File: src/rtl/assert_macros.svh
// ----------------------------------------------------------------------------
// Assertion macros
// Shared concurrent assertion helpers, clocked on clk_i and disabled in reset.
// ----------------------------------------------------------------------------
`ifndef ASSERT_MACROS_SVH
`define ASSERT_MACROS_SVH

`ifndef ASSERT_OFF
// Same-cycle implication.
`define LLINT_ASSERT(lbl, ante, cons, msg) \
  lbl: assert property (@(posedge clk_i) disable iff (!rst_ni) (ante) |-> (cons)) \
    else $error(msg);
// Next-cycle implication.
`define LLINT_ASSERT_NXT(lbl, ante, cons, msg) \
  lbl: assert property (@(posedge clk_i) disable iff (!rst_ni) (ante) |=> (cons)) \
    else $error(msg);
`else
`define LLINT_ASSERT(lbl, ante, cons, msg)
`define LLINT_ASSERT_NXT(lbl, ante, cons, msg)
`endif

`endif

File: src/rtl/llint_pkg.sv
// ----------------------------------------------------------------------------
// llint_pkg
// Widths, saturation limits and item types of the line intersection block.
// ----------------------------------------------------------------------------
package llint_pkg;

  localparam int COORD_W = 16;
  localparam int RES_W   = 32;

  // Exact intermediate widths; nothing is rounded before the divide.
  localparam int DIFF_W  = COORD_W + 1;
  localparam int PROD_W  = 2 * DIFF_W;
  localparam int DET_W   = PROD_W + 1;
  localparam int CPROD_W = DIFF_W + COORD_W;
  localparam int C_W     = CPROD_W + 1;
  localparam int NPROD_W = DIFF_W + C_W;
  localparam int NUM_W   = NPROD_W + 1;
  localparam int CMP_W   = (DET_W + RES_W > NUM_W) ? DET_W + RES_W : NUM_W;

  localparam logic signed [RES_W-1:0] RES_MAX = {1'b0, {(RES_W-1){1'b1}}};
  localparam logic signed [RES_W-1:0] RES_MIN = {1'b1, {(RES_W-1){1'b0}}};

  typedef struct packed {
    logic signed [COORD_W-1:0] first_start_x;
    logic signed [COORD_W-1:0] first_start_y;
    logic signed [COORD_W-1:0] first_end_x;
    logic signed [COORD_W-1:0] first_end_y;
    logic signed [COORD_W-1:0] second_start_x;
    logic signed [COORD_W-1:0] second_start_y;
    logic signed [COORD_W-1:0] second_end_x;
    logic signed [COORD_W-1:0] second_end_y;
  } llint_in_t;

  typedef struct packed {
    logic signed [RES_W-1:0] cross_x;
    logic signed [RES_W-1:0] cross_y;
    logic                    parallel;
    logic                    overflow;
  } llint_out_t;

  typedef struct packed {
    logic signed [RES_W-1:0] coord;
    logic                    ovf;
    logic                    zero;
  } llint_div_t;

endpackage

File: src/rtl/llint_out_if.sv
// ----------------------------------------------------------------------------
// llint_out_if
// Output channel: one item holds the crossing point and its flags.
// ----------------------------------------------------------------------------
interface llint_out_if;
  import llint_pkg::*;

  logic       valid;
  logic       ready;
  llint_out_t data;

  modport source (output valid, output data, input ready);
  modport sink   (input valid, input data, output ready);
endinterface

File: src/rtl/llint_skid.sv
// ----------------------------------------------------------------------------
// llint_skid
// Two-entry output buffer that decouples the pipeline from the receiver.
// ----------------------------------------------------------------------------
module llint_skid (
  input  logic                  clk_i,
  input  logic                  rst_ni,
  input  logic                  valid_i,
  input  llint_pkg::llint_out_t data_i,
  output logic                  adv_o,
  llint_out_if.source           out_o
);
  import llint_pkg::*;

  logic [1:0] cnt_q, cnt_d;
  llint_out_t slot0_q, slot0_d;
  llint_out_t slot1_q, slot1_d;
  logic       push;
  logic       pop;

  // The pipeline moves unless the buffer is full and an item waits at its end.
  assign adv_o = (cnt_q != 2'd2) || !valid_i;
  assign push  = adv_o && valid_i;
  assign pop   = out_o.valid && out_o.ready;

  always_comb begin
    cnt_d   = cnt_q;
    slot0_d = slot0_q;
    slot1_d = slot1_q;
    case ({push, pop})
      2'b10: begin
        if (cnt_q == 2'd0) begin
          slot0_d = data_i;
        end else begin
          slot1_d = data_i;
        end
        cnt_d = cnt_q + 2'd1;
      end
      2'b01: begin
        slot0_d = slot1_q;
        cnt_d   = cnt_q - 2'd1;
      end
      2'b11: begin
        // A push only happens with at most one item held.
        slot0_d = data_i;
      end
      default: begin
      end
    endcase
  end

  always_ff @(posedge clk_i or negedge rst_ni) begin
    if (!rst_ni) begin
      cnt_q <= '0;
    end else begin
      cnt_q <= cnt_d;
    end
  end

  always_ff @(posedge clk_i) begin
    slot0_q <= slot0_d;
    slot1_q <= slot1_d;
  end

  assign out_o.valid = (cnt_q != 2'd0);
  assign out_o.data  = slot0_q;

endmodule

File: src/flat_wrapper.sv
// flat-port wrapper written by rule: the top's interface ports become plain ports
module llint_skid_flat import llint_pkg::*;
  (clk_i, rst_ni, valid_i, data_i, adv_o, out_o_valid, out_o_data, out_o_ready);
  llint_out_if out_o_i ();
  input  logic clk_i;
  input  logic rst_ni;
  input  logic valid_i;
  input  llint_pkg::llint_out_t data_i;
  output logic adv_o;
  output wire logic [$bits(out_o_i.valid)-1:0] out_o_valid;
  output wire logic [$bits(out_o_i.data)-1:0] out_o_data;
  input wire logic [$bits(out_o_i.ready)-1:0] out_o_ready;
  assign out_o_valid = out_o_i.valid;
  assign out_o_data = out_o_i.data;
  assign out_o_i.ready = out_o_ready;
  llint_skid u_core (.clk_i(clk_i), .rst_ni(rst_ni), .valid_i(valid_i), .data_i(data_i), .adv_o(adv_o), .out_o(out_o_i));
endmodule
File: config.mk
export PLATFORM = sky130hd
export DESIGN_NAME = llint_skid_flat
export DESIGN_NICKNAME = d
export VERILOG_FILES = /design/src/rtl/assert_macros.svh /design/src/rtl/llint_pkg.sv /design/src/rtl/llint_out_if.sv /design/src/rtl/llint_skid.sv /design/src/flat_wrapper.sv
export SDC_FILE = /design/constraint.sdc
export NUM_CORES = 1
export LEC_CHECK = 0
export ABC_AREA = 1
export BUFFER_PORTS_ARGS = -buffer_cell sky130_fd_sc_hd__buf_2
export CAP_MARGIN = 20
export CORE_MARGIN = 2
export CORE_UTILIZATION = 55
export DETAILED_ROUTE_END_ITERATION = 8
export GPL_ROUTABILITY_DRIVEN = 0
export MAX_ROUTING_LAYER = met4
export PLACE_DENSITY = 0.92
export SLEW_MARGIN = 10
export SYNTH_ARGS = -nofsm -noshare
export SYNTH_HDL_FRONTEND = slang
export SYNTH_SLANG_ARGS = --single-unit
File: constraint.sdc
create_clock -name clk_i -period 9.2 [get_ports clk_i]
set_clock_uncertainty 0.2 [all_clocks]
set_input_delay 0.92 -clock clk_i [delete_from_list [all_inputs] [get_ports clk_i]]
set_output_delay 0.92 -clock clk_i [all_outputs]
set_load 0.005 [all_outputs]
==> key figures <==
Final layout
  • Antenna cells: 0
  • Layout net count: 588
  • Multi-input logic area: 851 sq um
  • Finished Cell Area: between 0.006 and 0.007 sq mm
  • Register Area: 0.00401 sq mm
  • Synthesis-to-layout area growth: 27.6%
  • Fillers: around 570
  • Share of layout cells above drive strength 1: 0.328

STA
  • Final Hold Violating Endpoints: 0
  • Final count of negative-setup-slack endpoints: 0
  • Max-slew violations: 0
  • Final setup slack of the worst path: 6.28 ns
  • Post-route clock period utilization: 0.317
  • Crit path time final: between 2 and 3 ns
  • Normalized max-slew margin: 0.439
  • Max Fclk: 343 MHz
  • Worst slew pin tran: between 0.8 and 0.9 ns
  • Unrepaired setup endpoints after global routing: false
  • Hold Worst Slack: 0.317 ns
  • Total negative slack: 0 ns

Placed design
  • Post-DP HPWL: roughly 6.0 mm
  • Port buffer count: 137
  • DP Area: about 0.0057 sq mm
  • Post-place setup slack: roughly 6.0 ns

Global routing
  • Vias in the first global route: between 3k and 4k
  • Global Route Usage Sum: 0.208
  • First-pass GRT wire length: roughly 15 mm
  • Congestion Overflow GR: 0
  • Pin count of the biggest net entering global routing: between 60 and 70
  • Initial antenna violation count: 0

Min path
  • Hold Crit Depth: 2
  • Worst Hold Class: flop to flop
  • HP Start: u_core.slot1_q[36]$_DFFE_PP_

Synth
  • Top_reg_cell synth: edfxtp_1
  • Number of synthesized register bits: 134
  • Cell taking the most area after synthesis: edfxtp_1
  • Post-synthesis cell count: 371
  • Yosys warns: 0
  • Post-synthesis sequential area ratio: 0.803
  • Cell Area, Synth: between 0.004 and 0.005 sq mm
  • EDFF count, synth: between 100 and 150
  • Yosys top cell area share: 0.793
  • Mapped Nets: 443
  • Most common cell in the synthesized netlist: nand2_1
  • Synth unique cells: 15
  • Asr flop ratio synth: 0.0149
  • Top cells by area, synth: edfxtp_1 (79%), nand2_1 (15%), buf_6 (1.1%)
  • Post-synth top cells: nand2_1 (203), edfxtp_1 (132), inv_1 (8)
  • Syn avg cell area: ~13 sq um

Route
  • Vias/cell: 5.04
  • Via count: 3199
  • DRT Pass-1 Iters: 4
  • Drt wl/cell: 15.0 um
  • Iter 0 DRT Violations: about 140
  • Antenna viol nets, final: 0
  • Total Routed Length: about 9.6 mm
  • Drt drc: 0

Setup path
  • Worst r2r path cells: 11
  • CP endpoint kind: flop
  • CP Launch Type: flop
  • Max Fanout on Critical Path: just under 70
  • RR Startpoint: u_core.cnt_q[1]$_DFFE_PN0P_
  • Crit path cell chain: nor2_1, inv_1, nand2_1, inv_1, ha_2, buf_4, inv_4, nand2_1, nand3_1, nand2_1, nand2_1
  • Critical Path Start: u_core.cnt_q[1]$_DFFE_PN0P_
  • Required @ worst endpoint: about 9.4 ns
  • CP Class: flop to flop
  • Most frequent CP cell: nand2_1
  • Crit-path slowest cell: inv_4
  • CP arrival: between 3 and 4 ns
  • Max stage delay on crit path: 0.55 ns

Floorplan
  • Starting density of the core: 0.570
  • Die Y: 99.3 um
  • IO Pins: 138
  • Core box area: 0.00876 sq mm
  • Die area: roughly 0.0099 sq mm
  • Rows: 34
  • DIE WIDTH: around 99 um

CTS
  • Root Driver: clkbuf_8
  • Worst-skew pair later-pin latency: about 0.50 ns
  • TritonCTS Buffers: 17
  • Clock sink count: roughly 130
  • Clock slew at the register clock pins of the worst setup and hold paths: 0.06 ns
  • Clock tree buffer depth: 2
  • CTS tree: done
  • # H-tree levels: 4

Power and ir drop
  • PD cells: approximately 330 mW/mm^2
  • Peak supply drop: 0.197 mV
  • Leakage power: 2.79 nW

Run status
  • Outcome: completed

Flow run
  • Maxcap violations: 0
-- critical path: cells and delay by family, from the launching register on --
kind,cells,cell delay (ns)
adder cells (fa/ha/maj),1,0.19
buffers and inverters,4,1.12
AND/OR/NAND/NOR,6,0.86
flip-flops,1,0.43
-- layer usage --
metal / up-vias / global-route usage / wire length, um
met5: - / - / 0
met4: 0 / 0.0790 / 126
met3: 15 / 0.0625 / 751
met2: 162 / 0.331 / 4910
met1: 1484 / 0.255 / 3770
li1: 1538 / - / -
-- cells by family (layout without fill, tap and decap cells) --
family                   count (synthesis)  in the layout  share of synthesized area
adder cells (fa/ha/maj)                  2              2                    0.00501
buffers and inverters                   24            180                     0.0306
AND/OR/NAND/NOR                        208            208                      0.157
AO/OA/AOI/OAI                            2              2                    0.00200
XOR/XNOR                                 1              1                    0.00175
flip-flops                             134            134                      0.803
-- sequential cells by signal, summed over array words and instances (netlist names) --
register,flops
u_core.out_o.data,66
u_core.slot1_q,66
u_core.cnt_q,2
-- stage by stage --
| step | util | power, W | std cells |
|---|---|---|---|
| final | 0.728 | 0.00209 | 635 |
| after global routing | 0.728 | 0.00219 | 635 |
| after CTS | 0.728 | 0.00210 | 635 |
| after detailed placement | 0.655 | 0.00140 | 604 |
| after global placement | 0.655 | 0.00136 | 604 |
| after floorplan | - | 0.00123 | 371 |
-- final cells by class --
cell class / instances / area share
clock buffer: 18 / 0.0655
clock inverter: 12 / 0.0320
inverter: 9 / 0.00569
multi-input combinational: 213 / 0.133
sequential: 134 / 0.630
tap: 108 / 0.0212
timing repair buffer: 141 / 0.113
-- timing repair --
action                                 in CTS  in global routing
setup buffers                               0                  0
resized for setup                           0                  0
hold buffers                                1                  0
endpoints found under the hold margin       2                  0
-- path summary, 6_finish.rpt --
check                           slack, ns                         endpoint
worst max-delay path                 6.28      u_core.cnt_q[1]$_DFFE_PN0P_
worst min-delay path                 0.32  u_core.out_o.data[36]$_DFFE_PP_
worst max register to register       6.28      u_core.cnt_q[1]$_DFFE_PN0P_
worst min register to register       0.32  u_core.out_o.data[36]$_DFFE_PP_
max in group asynchronous            8.16      u_core.cnt_q[1]$_DFFE_PN0P_
min in group asynchronous            0.54      u_core.cnt_q[0]$_DFFE_PN0P_
-- cells in the final DEF (no fill, tap or decap) --
| master | Yosys | final |
|---|---|---|
| ha_2 | 0 | 1 |
| clkbuf_8 | 0 | 1 |
| ha_1 | 2 | 1 |
| inv_6 | 0 | 1 |
| nand4_1 | 1 | 1 |
| inv_4 | 1 | 1 |
| nand2_1 | 203 | 203 |
| clkinv_2 | 0 | 1 |
| edfxtp_1 | 132 | 132 |
| clkinvlp_4 | 0 | 3 |
| buf_2 | 6 | 137 |
| bufinv_16 | 0 | 5 |
| dfrtp_1 | 2 | 2 |
| inv_1 | 8 | 8 |
| nor2_4 | 0 | 1 |
| clkbuf_16 | 0 | 16 |
| clkinv_4 | 0 | 2 |
| o21ai_4 | 0 | 1 |
| clkbuf_1 | 0 | 1 |
| nand3_1 | 2 | 2 |
| dlygate4sd3_1 | 0 | 1 |
| nor2_1 | 2 | 1 |
| xnor2_1 | 1 | 1 |
| buf_4 | 4 | 3 |
| a21oi_1 | 1 | 1 |
-- where the power goes --
group          internal, W  switching (W)
combinational     0.000135       0.000273
sequential        0.000924      0.0000516
clock             0.000465       0.000239
Power figures use the tool's default switching activity.
